## src/sv/spms_pkg.sv

```systemverilog
// shared types and codes for the shared-pool multi-stack block
`timescale 1ns / 1ps

package spms_pkg;

    localparam int OP_W     = 2;
    localparam int SID_W    = 4;
    localparam int XDATA_W  = 32;
    localparam int STATUS_W = 2;

    typedef enum logic [OP_W-1:0] {
        OP_PUSH = 2'd0,
        OP_POP  = 2'd1,
        OP_TOP  = 2'd2,
        OP_NOP  = 2'd3
    } t_op;

    typedef enum logic [STATUS_W-1:0] {
        ST_OK          = 2'd0,
        ST_BAD_STACK   = 2'd1,
        ST_POOL_FULL   = 2'd2,
        ST_STACK_EMPTY = 2'd3
    } t_status;

endpackage

```

## src/sv/shared_pool_multi_stack_top.sv

```systemverilog
// shared-pool multi-stack: several lifo stacks threaded through one entry pool
`timescale 1ns / 1ps

// Usage
// - input channel (i_in_valid / o_in_ready) carries one command beat: op, stack
//   number (1..NUM_STACKS) and push data
// - output channel (o_out_valid / i_out_ready) returns one result beat per
//   command: status and read data (top or popped value, zero otherwise)
// - a beat lands in an input register, executes against the pointer state and
//   the pool once the output register is free or being emptied, and its result
//   sits in the output register, which drives o_out_valid
// - one command per cycle sustained unless the receiver stalls, set by the single
//   link-memory read port: each command reads at most one link (next free entry
//   or next stack entry) and the registered read data is forwarded to the next command
// - the pool is two memories (data words and links); each stack keeps its head
//   pointer plus a cached copy of its head entry's data and link in flops
// - links of entries never pushed are not stored: a fill mark tells them apart
//   and their link is simply index + 1, so reset needs no clearing pass
// - reset empties every stack and rebuilds the free list
// - when the receiver stalls, the output register holds its beat, the input
//   register keeps one more beat and o_in_ready drops until the stall clears
module shared_pool_multi_stack_top
    import spms_pkg::*;
#(
    parameter int POOL_DEPTH = 16,
    parameter int NUM_STACKS = 4,
    parameter int DATA_WIDTH = 32
) (
    input  logic                       i_clk,
    input  logic                       i_rst_n,
    input  logic                       i_in_valid,
    output logic                       o_in_ready,
    input  logic [OP_W-1:0]            i_op,
    input  logic [SID_W-1:0]           i_stack_id,
    input  logic signed [XDATA_W-1:0]  i_push_data,
    output logic                       o_out_valid,
    input  logic                       i_out_ready,
    output logic [STATUS_W-1:0]        o_status,
    output logic signed [XDATA_W-1:0]  o_read_data
);

    localparam int PW = $clog2(POOL_DEPTH + 1);              // pointer, with null
    localparam int AW = $clog2(POOL_DEPTH);                  // pool address
    localparam int SW = (NUM_STACKS > 1) ? $clog2(NUM_STACKS) : 1;
    localparam logic [PW-1:0] NULL_PTR = PW'(POOL_DEPTH);

    // input register
    logic                      r_in_valid;
    t_op                       r_op;
    logic [SID_W-1:0]          r_sid;
    logic signed [XDATA_W-1:0] r_push_data;

    // output register
    logic                      r_out_valid;
    t_status                   r_status;
    logic signed [XDATA_W-1:0] r_rdata;

    // pointer state
    logic [PW-1:0] r_head [NUM_STACKS];
    logic [PW-1:0] r_free_head;
    logic [PW-1:0] r_free_next;     // link of the free-list head
    logic [PW-1:0] r_fill;          // entries at or above this were never pushed
    logic          r_fn_pend;       // r_free_next arrives from the link memory
    logic          r_pend;          // head cache of r_pend_s arrives from memory
    logic [SW-1:0] r_pend_s;

    // head entry caches
    logic signed [DATA_WIDTH-1:0] r_hv [NUM_STACKS];
    logic [PW-1:0]                r_hl [NUM_STACKS];

    // pool memories
    logic signed [DATA_WIDTH-1:0] mem_val  [POOL_DEPTH];
    logic [PW-1:0]                mem_link [POOL_DEPTH];
    logic signed [DATA_WIDTH-1:0] mem_val_q;
    logic [PW-1:0]                mem_link_q;

    // execute stage
    logic                         exec_fire;
    logic                         sid_ok;
    logic [SW-1:0]                s_idx;
    logic [PW-1:0]                head;
    logic signed [DATA_WIDTH-1:0] hv_eff;
    logic [PW-1:0]                hl_eff;
    logic [PW-1:0]                fn_eff;
    logic [PW-1:0]                fill_new;
    logic                         fn_untouched;
    logic                         do_push;
    logic                         do_pop;
    t_status                      n_status;
    logic signed [XDATA_W-1:0]    n_rdata;
    logic [AW-1:0]                link_ra;
    logic [AW-1:0]                link_wa;
    logic [PW-1:0]                link_wd;

    assign exec_fire  = r_in_valid && (!r_out_valid || i_out_ready);
    assign o_in_ready = !r_in_valid || exec_fire;

    always_comb begin
        sid_ok   = (r_sid != '0) && (r_sid <= SID_W'(NUM_STACKS));
        s_idx    = SW'(r_sid - SID_W'(1));
        head     = r_head[s_idx];
        // forward a head fetch still in the memory output register
        hv_eff   = (r_pend && (r_pend_s == s_idx)) ? mem_val_q  : r_hv[s_idx];
        hl_eff   = (r_pend && (r_pend_s == s_idx)) ? mem_link_q : r_hl[s_idx];
        fn_eff   = r_fn_pend ? mem_link_q : r_free_next;
        fill_new = (r_free_head >= r_fill) ? (r_free_head + PW'(1)) : r_fill;
        fn_untouched = (fn_eff >= fill_new);

        n_status = ST_OK;
        n_rdata  = '0;
        do_push  = 1'b0;
        do_pop   = 1'b0;
        if (r_op == OP_NOP) begin
            n_status = ST_OK;
        end else if (!sid_ok) begin
            n_status = ST_BAD_STACK;
        end else if (r_op == OP_PUSH) begin
            if (r_free_head == NULL_PTR) begin
                n_status = ST_POOL_FULL;
            end else begin
                do_push = 1'b1;
            end
        end else if (head == NULL_PTR) begin
            n_status = ST_STACK_EMPTY;
        end else begin
            n_rdata = XDATA_W'(hv_eff);
            do_pop  = (r_op == OP_POP);
        end

        // one link read: next free entry on push, next stack entry otherwise
        link_ra = do_push ? fn_eff[AW-1:0] : hl_eff[AW-1:0];
        link_wa = do_push ? r_free_head[AW-1:0] : head[AW-1:0];
        link_wd = do_push ? head : r_free_head;
    end

    // pool memories, registered read
    always_ff @(posedge i_clk) begin
        if (exec_fire && do_push) begin
            mem_val[r_free_head[AW-1:0]] <= DATA_WIDTH'(r_push_data);
        end
        if (exec_fire && (do_push || do_pop)) begin
            mem_link[link_wa] <= link_wd;
        end
        mem_val_q  <= mem_val[hl_eff[AW-1:0]];
        mem_link_q <= mem_link[link_ra];
    end

    // control and pointer state
    always_ff @(posedge i_clk) begin
        if (!i_rst_n) begin
            r_in_valid  <= 1'b0;
            r_out_valid <= 1'b0;
            r_free_head <= '0;
            r_free_next <= PW'(1);
            r_fill      <= '0;
            r_fn_pend   <= 1'b0;
            r_pend      <= 1'b0;
            r_pend_s    <= '0;
            for (int i = 0; i < NUM_STACKS; i++) begin
                r_head[i] <= NULL_PTR;
            end
        end else begin
            if (o_in_ready) begin
                r_in_valid <= i_in_valid;
            end

            if (exec_fire) begin
                r_out_valid <= 1'b1;
            end else if (i_out_ready) begin
                r_out_valid <= 1'b0;
            end

            // retire last cycle's fetch, current command may override
            r_fn_pend <= 1'b0;
            r_pend    <= 1'b0;
            if (r_fn_pend) begin
                r_free_next <= mem_link_q;
            end

            if (exec_fire && do_push) begin
                r_head[s_idx] <= r_free_head;
                r_free_head   <= fn_eff;
                r_fill        <= fill_new;
                if (fn_untouched) begin
                    r_free_next <= PW'(fn_eff + PW'(1));
                end else begin
                    r_fn_pend <= 1'b1;
                end
            end

            if (exec_fire && do_pop) begin
                r_head[s_idx] <= hl_eff;
                r_free_head   <= head;
                r_free_next   <= r_free_head;
                r_pend        <= (hl_eff != NULL_PTR);
                r_pend_s      <= s_idx;
            end
        end
    end

    // payload registers and head caches
    always_ff @(posedge i_clk) begin
        if (o_in_ready && i_in_valid) begin
            r_op        <= t_op'(i_op);
            r_sid       <= i_stack_id;
            r_push_data <= i_push_data;
        end
        if (exec_fire) begin
            r_status <= n_status;
            r_rdata  <= n_rdata;
        end
        if (r_pend) begin
            r_hv[r_pend_s] <= mem_val_q;
            r_hl[r_pend_s] <= mem_link_q;
        end
        if (exec_fire && do_push) begin
            r_hv[s_idx] <= DATA_WIDTH'(r_push_data);
            r_hl[s_idx] <= head;
        end
    end

    assign o_out_valid = r_out_valid;
    assign o_status    = r_status;
    assign o_read_data = r_rdata;

    // only one link fetch can be in flight
    a_one_fetch: assert property (@(posedge i_clk) disable iff (!i_rst_n)
        !(r_pend && r_fn_pend))
        else $error("free-next and head fetch in flight together");

    // free-list head is a pushed entry, the first never-pushed one, or null
    a_free_below_fill: assert property (@(posedge i_clk) disable iff (!i_rst_n)
        (r_free_head <= r_fill) && (r_fill <= NULL_PTR))
        else $error("free-list head beyond fill mark");

    // a successful push returns ok with zero data in the next output beat
    a_push_result: assert property (@(posedge i_clk) disable iff (!i_rst_n)
        exec_fire && do_push |=> o_out_valid && (o_status == ST_OK) && (o_read_data == '0))
        else $error("push result beat wrong");

    // a pop hands its entry back to the free list
    a_pop_frees: assert property (@(posedge i_clk) disable iff (!i_rst_n)
        exec_fire && do_pop |=> (r_free_head == $past(head)) && !r_fn_pend)
        else $error("popped entry not at free-list head");

endmodule
```

## config.mk

```make
export PLATFORM = sky130hd
export DESIGN_NAME = shared_pool_multi_stack_top
export DESIGN_NICKNAME = d
export VERILOG_FILES = /design/src/sv/spms_pkg.sv /design/src/sv/shared_pool_multi_stack_top.sv
export SDC_FILE = /design/constraint.sdc
export NUM_CORES = 1
export LEC_CHECK = 0
export BUFFER_PORTS_ARGS = -buffer_cell sky130_fd_sc_hd__clkbuf_2
export CORE_MARGIN = 4
export CORE_UTILIZATION = 55
export DETAILED_ROUTE_END_ITERATION = 6
export PLACE_DENSITY_LB_ADDON = 0.15
export SYNTH_ARGS = -nofsm -noshare
export SYNTH_HDL_FRONTEND = slang
export SYNTH_SLANG_ARGS = --single-unit
```

## constraint.sdc

```tcl
create_clock -name i_clk -period 8.1 [get_ports i_clk]
set_input_delay 1.215 -clock i_clk [delete_from_list [all_inputs] [get_ports i_clk]]
set_output_delay 1.215 -clock i_clk [all_outputs]
set_load 0.05 [all_outputs]
```

# Word-level counts from Yosys, hierarchy flattened
# Memory sizes are Yosys's and may differ from the RTL's. A register that Yosys moved wholly into a read port is not among the register bits.
# Index checks and enable logic that the tools add are counted.
# Widths: inputs -> output; s select.
[totals] ff_bits=61 inputBits=42 wordCells=95 ram_bits=760 output_inout_bits=36 n_memories=5
[op_classes] add_sub_neg=3 magnitude_cmp=3 n_mux=42 n_reduce_logical=21 eq_ne=6 bitwise_logic=2
[mem_list] memory="mem_val" words=16 width=32 rd=1 rd_clocked_by_memory_dff=1 write_ports=1 line_no="shared_pool_multi_stack_top.sv:72" rtl="logic signed [DATA_WIDTH-1:0] mem_val [POOL_DEPTH];"
[mem_list] memory="r_hv" words=4 width=32 rd=1 rd_clocked_by_memory_dff=1 write_ports=2 line_no="shared_pool_multi_stack_top.sv:68" rtl="logic signed [DATA_WIDTH-1:0] r_hv [NUM_STACKS];"
[mem_list] memory="mem_link" words=16 width=5 rd=1 rd_clocked_by_memory_dff=1 write_ports=1 line_no="shared_pool_multi_stack_top.sv:73" rtl="logic [PW-1:0] mem_link [POOL_DEPTH];"
[mem_list] memory="r_head" words=4 width=5 rd=1 rd_clocked_by_memory_dff=0 write_ports=4 line_no="shared_pool_multi_stack_top.sv:59" rtl="logic [PW-1:0] r_head [NUM_STACKS];"
[mem_list] memory="r_hl" words=4 width=5 rd=1 rd_clocked_by_memory_dff=0 write_ports=2 line_no="shared_pool_multi_stack_top.sv:69" rtl="logic [PW-1:0] r_hl [NUM_STACKS];"
[ops] operator="$mux 5" count=11
[ops] operator="$mux 1" count=25
[ops] operator="$add 5x1->5 const B" count=2
[ops] operator="$eq 5x5->1 const B" count=2
[ops] operator="$ge 5x5->1" count=2
[ops] operator="$mux 2" count=4
[ops] operator="$mux 4" count=2
[ops] operator="$logic_and 1x1->1" count=7
[ops] operator="$ne 5x5->1 const B" count=1
[ops] operator="$reduce_or 5->1" count=1
[ops] operator="$le 4x3->1 const B" count=1
[ops] operator="$reduce_and 2->1" count=2
[ops] operator="$reduce_bool 2->1" count=2
[ops] operator="$reduce_bool 4->1" count=1
[ops] operator="$reduce_or 4->1" count=1
[ops] operator="$logic_or 1x1->1" count=3
[ops] operator="$eq 2x1->1 const B" count=1
[ops] operator="$eq 2x2->1" count=1
[ops] operator="$eq 2x2->1 const B" count=1
[ops] operator="$logic_not 1->1" count=2
[ops] operator="$logic_not 2->1" count=1
[ops] operator="$reduce_or 2->1" count=1
[ops] operator="$sub 2x1->2 const B" count=1
[ops] operator="$not 1->1" count=1
[ops] operator="$or 1x1->1" count=1

# Longest topological paths before layout
# Gate-level depths: netlist of run 1.
# An unclocked memory read counts as a cell.
[logic_depth] ltp_word=14 ltp_mapped=18 ltp_nobuf=16

# Worst setup path after synthesis of run 1
# OpenSTA, ideal clock, no wires.
[synth_timing] kind="reg-to-reg" start="register r_sid[0]" end="memory mem_val[3][0] (enable)" stages_incl_launch_ff=15 n_path_buf=7 required_ns=7.639 t_arrival_ns=5.495 synth_period_minus_slack_ns=5.956 setup_ns=0.461 path_slack_ns=2.144 cell_sequence="edfxtp_1 buf_6 buf_6 buf_2 buf_1 inv_1 ha_1 xnor2_1 and4_1 and2_1 clkbuf_1 buf_1 buf_2 nand2_1 nor3_1"
[synth_via] elab_chain_cells=7 elab_cells_between_ends=8
[synth_rtl] item="start: declaration" line_no="shared_pool_multi_stack_top.sv:50" rtl="logic [SID_W-1:0] r_sid;"
[synth_rtl] item="start signal: assignment" line_no="shared_pool_multi_stack_top.sv:205" rtl="r_sid <= i_stack_id;"
[synth_rtl] item="$le 4x3->1 / $reduce_bool 4->1 (equally long branches)" line_no="shared_pool_multi_stack_top.sv:99" rtl="sid_ok = (r_sid != '0) && (r_sid <= SID_W'(NUM_STACKS));"
[synth_rtl] item="$logic_and 1x1->1 (*)" line_no="shared_pool_multi_stack_top.sv:99"
[synth_rtl] item="$mux 1 (*)" line_no="shared_pool_multi_stack_top.sv:115" rtl="end else if (!sid_ok) begin"
[synth_rtl] item="$mux 1 (*)" line_no="shared_pool_multi_stack_top.sv:113" rtl="if (r_op == OP_NOP) begin"
[synth_rtl] item="$logic_and 1x1->1 (*)" line_no="shared_pool_multi_stack_top.sv:138" rtl="if (exec_fire && do_push) begin"
[synth_rtl] item="$mux 1 (*)" line_no="shared_pool_multi_stack_top.sv:138"
[synth_rtl] item="$mux 1 (not written as such) (*)" line_no="shared_pool_multi_stack_top.sv:139" rtl="mem_val[r_free_head[AW-1:0]] <= DATA_WIDTH'(r_push_data);"
[synth_rtl] item="end: declaration" line_no="shared_pool_multi_stack_top.sv:72"
# Every way passes the cells marked *; elsewhere a longest branch is shown, timed or not.

# Worst setup path after layout of run 1
[layout_timing] start="register r_sid[0]" end="register mem_val_q[11] (read register of mem_val)"
[layout_via] elab_chain_cells=4 elab_cells_between_ends=5
[layout_rtl] item="$sub 2x1->2 (*)" line_no="shared_pool_multi_stack_top.sv:100" rtl="s_idx = SW'(r_sid - SID_W'(1));"
[layout_rtl] item="via s_idx[0]" line_no="shared_pool_multi_stack_top.sv:80" rtl="logic [SW-1:0] s_idx;"
[layout_rtl] item="branches (longest 2 deep; another with $mem_v2 4x5)"
[layout_rtl] item="$mux 5 (*)" line_no="shared_pool_multi_stack_top.sv:104" rtl="hl_eff = (r_pend && (r_pend_s == s_idx)) ? mem_link_q : r_hl[s_idx];"
[layout_rtl] item="end: declaration" line_no="shared_pool_multi_stack_top.sv:74" rtl="logic signed [DATA_WIDTH-1:0] mem_val_q;"
# Mark *: on every way through the listed nets, which the timed path passes.
# A chain may end at the register's enable or synchronous reset.

==> results of run 1 <==
cell usage after synthesis, types with 5 or more instances:
cell type,instances
nor3_1,14
o211ai_1,10
o2111ai_1,6
a311oi_1,64
nand3_1,286
o21ai_0,34
nand4b_1,6
clkbuf_1,106
buf_1,7
edfxtp_1,832
nand2b_1,13
ha_1,20
nor2_1,59
buf_4,12
xor2_1,5
a211oi_1,40
and4_1,5
mux4_2,42
nand2_1,575
mux2i_1,10
a31oi_1,41
mux2_2,158
nand3b_1,5
xnor2_1,5
buf_2,42
dfxtp_1,58
and2_1,11
inv_1,25
a21oi_1,51
and3_1,40
tightest hold or removal path: stages (launching register included):
cell and delay (ns):
dfxtp_1 0.31, nand2_1 0.05, a21oi_1 0.05
final timing paths:
kind                  start            end
hold / removal    r_fill[3]      r_fill[3]
setup / recovery   r_sid[0]  mem_val_q[11]
setup reg to reg   r_sid[0]  mem_val_q[11]
hold reg to reg   r_fill[3]      r_fill[3]
final cells by class:
| type | count | area, um^2 | share of cell area, % |
|---|---|---|---|
| sequential | 890 | 26100 | 63.3 |
| tap | 864 | 1080 | 2.62 |
| clock inverter | 63 | 746 | 1.80 |
| multi-input combinational | 1568 | 10100 | 24.5 |
| inverter | 26 | 97.6 | 0.236 |
| timing repair buffer | 127 | 773 | 1.87 |
| clock buffer | 104 | 2370 | 5.73 |
report_power, final:
part	switching (mW)	total, mW	internal (mW)
logic	0.465	0.742	0.276
registers	0.131	5.25	5.12
clock network	1.75	4.34	2.59
metrics by stage:
stage,cell area (um^2),hold slack [ns],util [%]
after floorplan,36900,0.436,-
after global placement,38200,0.447,57.8
after detailed placement,38200,0.449,57.8
after CTS,41300,0.463,62.5
after global routing,41300,0.471,62.5
final,41300,0.459,62.5
routing by layer:
layer | GRT usage (%) | up-vias
met4 | 11.0 | 0
met1 | 36.3 | 11500
met3 | 4.41 | 222
met5 | 0 | -
met2 | 43.4 | 1039
li1 | - | 10100
sequential cells by signal, summed over array words and instances, names as in the netlist, 20 cells and up:
| register | flops |
|---|---|
| mem_val | 512 |
| mem_link | 80 |
| r_push_data | 32 |
| mem_val_q | 32 |
| r_head | 20 |
| r_hl | 20 |
| o_read_data | 32 |
| r_hv | 128 |
cell families (layout without fill, tap and decap cells):
logic type	count (synthesis)	count (layout)
AOI/OAI and AO/OA	285	285
xor gates and xnor gates	10	10
adders and majority gates	21	21
buffers and inverters	197	320
DFF	890	890
muxes	215	215
and+or+nand+nor	1037	1037
==> flow_metrics.tcl, run 1 <==
set metrics [dict create \
    dr.max_layer_used "met4" \
    synth_top_cell_area_share_pct 67.7 \
    max_stage_delay_ns 0.75 \
    routed_via_density 6.28 \
    synth_area_leaders "edfxtp_1 (68%), nand2_1 (5.9%), mux2_2 (4.8%)" \
    synthSimpleGateAreaFrac_pct 12.5 \
    hold_viol 0 \
    fillerInstances 4971 \
    cp.depth 12 \
    cts_setup_buffers 0 \
    crit_arrival_ns 5.80 \
    grt_start_max_net_pins 174 \
    dr.pass1.iters 6 \
    place_congestion 0.841 \
    ctsResizeCount 0 \
    power_density_nw_per_um2 250 \
    worst_slack_ns 2.78 \
    drcViolationCount 0 \
    tns_ns 0 \
    hold_path.class "reg -> reg" \
    hold_buffers 0 \
    leakage_nw 14.0 \
    fin_nets 2765 \
    die_h_um 267 \
    fmax_mhz 188 \
    instances_no_fill 3642 \
    critPathSlowestCell "edfxtp_1" \
    synth.distinct_cells 71 \
    wl_per_cell_um 26.1 \
    setup_violations 0 \
    wl_met2_mm 45.8 \
    synth_flop_cell "edfxtp_1" \
    clk_latency_ns 0.65 \
    htreeDepth 3 \
    numPortBuffers 77 \
    hold_depth 2 \
    synth_top_family_by_area "simple AND/OR/NAND/NOR gates" \
    rsz0062_at_grt "false" \
    synth-seq-area-share_pct 70.9 \
    mostFrequentLayoutCells "edfxtp_1 (832), nand2_1 (570), nand3_1 (286)" \
    fin_skew_ns 0.0240 \
    path_cells "inv_1 > ha_2 > buf_4 > xnor2_1 > o31ai_4 > buf_4 > nand2_4 > buf_4 > a211oi_1 > a311oi_1 > a311oi_1 > a31oi_1" \
    fin_crit_ns 5.32 \
    cts_buffer_depth 3 \
    grt_pass1_wl_mm 142 \
    tightest_slew_ns 1.19 \
    rr_worst_depth 12 \
    clkTransAtPathRegs_ns 0.06 \
    cts_tree "yes" \
    antenna_found_initial 0 \
    diodes 0 \
    rows 94 \
    die_x_um 267 \
    cp-start-kind "flop" \
    grt.total_usage_pct 26.7 \
    cts.sinks 890 \
    end_kind "flop" \
    final_antenna_net_count 0 \
    synth_xor_area_share_pct 0.237 \
    place_hpwl_mm 53.1 \
    cp.required_ns 8.58 \
    ioPinCount 78 \
    wl_met1_mm 38.1 \
    synth_nets 2717 \
    synth.area.mux_share_pct 7.84 \
    vias 22900 \
    critPathTopFamily "buffers and inverters" \
    grt_pass1_vias 22700 \
    placed_cells 3475 \
    crit_fanout 69 \
    overflow 0 \
    cts_buffers 90 \
    syn_avg_cell_area_um2 13.9 \
    synth-edff-count 832 \
    drt_iter0_markers 2623 \
    cts_root_buf "clkbuf_16" \
    fp.dieArea_um2 71300 \
    start_util_pct 55.8 \
    yosys_warnings 0 \
    synth_compound_area_share_pct 5.53 \
    yosys.area.top_type "edfxtp_1" \
    drv_slew 0 \
    area_growth_pct 12.0 \
    ff2ff_setup_slack_ns 2.78 \
    min_period_over_period_pct 65.7 \
    cp_common_cell "buf_4" \
    syn-cell-area_um2 36900 \
    vdd_drop_max_mv 0.229 \
    synth_seq_cells 890 \
    worstSetupPathType "reg -> reg" \
    cp_num_buf_inv 4 \
    pre_cts_ws_ns 2.89 \
    power_mw 10.3 \
    drt-total-wl_mm 95.1 \
    core_um2 66100 \
    wl_met3_mm 7.00 \
    synthAdderAreaFrac_pct 0.705 \
    status "completed" \
    syn_inst 2655 \
    drv_cap 0 \
    final_common_cell "edfxtp_1" \
    async_reset_ff_share_pct 0 \
    slew_headroom_pct 19.8 \
    drive_gt1_share_pct 18.7 \
]
(Power assumes the default switching activity.)
==> run 2, diff against run 1 <==
--- a/config.mk
+++ b/config.mk
@@ -5,6 +5,7 @@
 export SDC_FILE = /design/constraint.sdc
 export NUM_CORES = 1
 export LEC_CHECK = 0
+export ABC_AREA = 1
 export BUFFER_PORTS_ARGS = -buffer_cell sky130_fd_sc_hd__clkbuf_2
 export CORE_MARGIN = 4
 export CORE_UTILIZATION = 55
==> constraint.sdc (replaced) <==
create_clock -name i_clk -period 5.35 [get_ports i_clk]
set_input_delay 0.8025 -clock i_clk [delete_from_list [all_inputs] [get_ports i_clk]]
set_output_delay 0.8025 -clock i_clk [all_outputs]
set_load 0.05 [all_outputs]
==> flow_metrics.tcl, run 2 <==
set metrics [dict create \
    leakage_nw 15.8 \
    cp.depth 15 \
    final_antenna_net_count 0 \
    cts_buffers 91 \
    drv_cap 0 \
    pre_cts_ws_ns 0.887 \
    tightest_slew_ns 1.32 \
    die_x_um 269 \
    instances_no_fill 4315 \
    antenna_found_initial 1 \
    yosys.area.top_type "edfxtp_1" \
    syn_avg_cell_area_um2 11.3 \
    drv_slew 0 \
    htreeDepth 3 \
    vias 24800 \
    crit_start "r_sid[1]" \
    ff2ff_setup_slack_ns 0.89 \
    hold_viol 0 \
    yosys-top-cells-count "edfxtp_1 (832), nand2_1 (595), o21ai_0 (398)" \
    area_growth_pct 11.1 \
    routed_via_density 5.74 \
    critPathTopFamily "simple AND/OR/NAND/NOR gates" \
    end_kind "flop" \
    wl_per_cell_um 21.8 \
    crit_arrival_ns 5.04 \
    fmax_mhz 224 \
    rows 95 \
    cts_tree "yes" \
    synth_area_leaders "edfxtp_1 (67%), nand2_1 (6.0%), o21ai_0 (5.3%)" \
    critPathSlowestCell "nor2_4" \
    cts_root_buf "clkbuf_16" \
    grt_start_max_net_pins 153 \
    worst_slack_ns 0.894 \
    overflow 0 \
    hold_buffers 0 \
    dr.pass1.iters 6 \
    die_h_um 269 \
    place_hpwl_mm 55.4 \
    slew_headroom_pct 11.9 \
    path_cells "inv_1 > ha_1 > buf_4 > nand2_1 > nand2_2 > nand2_2 > inv_4 > nand2_2 > nand2_2 > inv_4 > nor2_4 > nand2_1 > nand2_1 > inv_1 > nand2_1" \
    synth-edff-count 832 \
    synth_seq_cells 890 \
    place_congestion 0.868 \
    async_reset_ff_share_pct 0 \
    tns_ns 0 \
    drcViolationCount 0 \
    power_density_nw_per_um2 379 \
    diodes 0 \
    syn-cell-area_um2 37500 \
    yosysMostFrequentCell "edfxtp_1" \
    ctsResizeCount 0 \
    mostFrequentLayoutCells "edfxtp_1 (832), nand2_1 (591), o21ai_0 (396)" \
    cts.sinks 890 \
    core_um2 67400 \
    yosys_warnings 0 \
    clk_latency_ns 0.65 \
    grt_pass1_wl_mm 142 \
    fin_skew_ns 0.0254 \
    synth_top_cell_area_share_pct 66.7 \
    synth_nets 3389 \
    syn_inst 3327 \
    rr_worst_depth 15 \
    cp-start-kind "flop" \
    setup_violations 0 \
    max_stage_delay_ns 0.90 \
    cp-endpoint "mem_val_q[3]" \
    fin_nets 3428 \
    cts_buffer_depth 3 \
    fin_crit_ns 4.46 \
    cp.required_ns 5.93 \
    drt_iter0_markers 2895 \
    fp.dieArea_um2 72400 \
    hold_path.class "in -> reg" \
    clkTransAtPathRegs_ns 0.06 \
    min_period_over_period_pct 83.3 \
    rsz0062_at_grt "false" \
    start_util_pct 55.6 \
    drt-total-wl_mm 94.0 \
    numPortBuffers 77 \
    worstSetupPathType "reg -> reg" \
    crit_fanout 40 \
    vdd_drop_max_mv 0.404 \
    drive_gt1_share_pct 9.53 \
    grt.total_usage_pct 25.9 \
    synth-seq-area-share_pct 69.8 \
    rr_endpoint "mem_val_q[3]" \
    r2r-start "r_sid[1]" \
    synth_flop_cell "edfxtp_1" \
    cts_setup_buffers 0 \
    largest_reg_flops 512 \
    cp_num_buf_inv 5 \
    grt_pass1_vias 23400 \
    final_common_cell "edfxtp_1" \
    status "completed" \
    placed_cells 4146 \
    ioPinCount 78 \
    synth.distinct_cells 46 \
]
## run 2: cell count changes in the layout (fill, tap and decap cells not counted), sizes merged, moves of 36 or more
cell | before | now
o21ai | 35 | 507
inv | 30 | 397
mux2 | 162 | 1
a21oi | 51 | 204
nor2 | 63 | 160
nand3 | 287 | 203
a311oi | 65 | 0
o211ai | 10 | 70
mux4 | 42 | 0
a211oi | 41 | 0
and3 | 40 | 0
a22oi | 0 | 36
a31oi | 41 | 5
## run 2: how the worst min path moves through the flow
stage,start,end,slack [ns],cells past startpoint
floorplan,r_fill[1],r_fill[1],0.49,2
global placement,o_out_valid,o_out_valid,0.49,2
detailed placement,o_out_valid,o_out_valid,0.52,2
CTS,i_push_data[10],r_push_data[10],0.29,1
global route,i_push_data[10],r_push_data[10],0.30,1
finish,i_push_data[14],r_push_data[14],0.34,1
## run 2: cells by family after synthesis
group / Yosys count / synth area share (%)
xor gates and xnor gates: 3 / 0.0701
muxes: 2 / 0.0567
and+or+nand+nor: 995 / 11.1
DFF: 890 / 69.8
adders and majority gates: 20 / 0.668
AOI/OAI and AO/OA: 833 / 12.0
buffers and inverters: 584 / 6.42
## run 2: layer usage
metal  track usage, %  vias up  part of all wire [%]
met2             38.6     1128                    44
met4             7.32        0                   2.6
met1             38.5    11800                    43
li1                 -    11700                     -
met5                0        -                     0
met3             6.18      160                    10
## run 2: layout make-up
class                   count  area, um^2
flip-flops and latches    890       26100
repair buffers            134         863
inverters                 396        1490
clock buffers             127        2540
well taps                 873        1090
multi-input cells        1853        9130
clock inverters            42         380
fillers                  5294       25800
## run 2: metrics by stage
step / area, um^2 / hold WS (ns) / power, mW / util [%]
6_report: 41600 / 0.336 / 15.8 / 61.8
5_1_grt: 41600 / 0.301 / 16.4 / 61.8
4_1_cts: 41600 / 0.293 / 15.8 / 61.8
3_5_place_dp: 38700 / 0.520 / 9.69 / 57.5
3_3_place_gp: 38700 / 0.489 / 9.65 / 57.5
2_1_floorplan: 37500 / 0.486 / 9.14 / -
## run 2: worst register-to-register path, cell delays in order (launching register included)
cell and delay, ns:
edfxtp_1 0.38, inv_1 0.09, ha_1 0.38, buf_4 0.46, nand2_1 0.14, nand2_2 0.11, nand2_2 0.09, inv_4 0.38
nand2_2 0.11, nand2_2 0.57, inv_4 0.42, nor2_4 0.90, nand2_1 0.16, nand2_1 0.11, inv_1 0.04, nand2_1 0.06
## run 2: power by group
group / switching, mW / internal, mW
combinational: 1.05 / 0.451
clock: 2.59 / 3.60
sequential: 0.274 / 7.80
total: 3.91 / 11.9
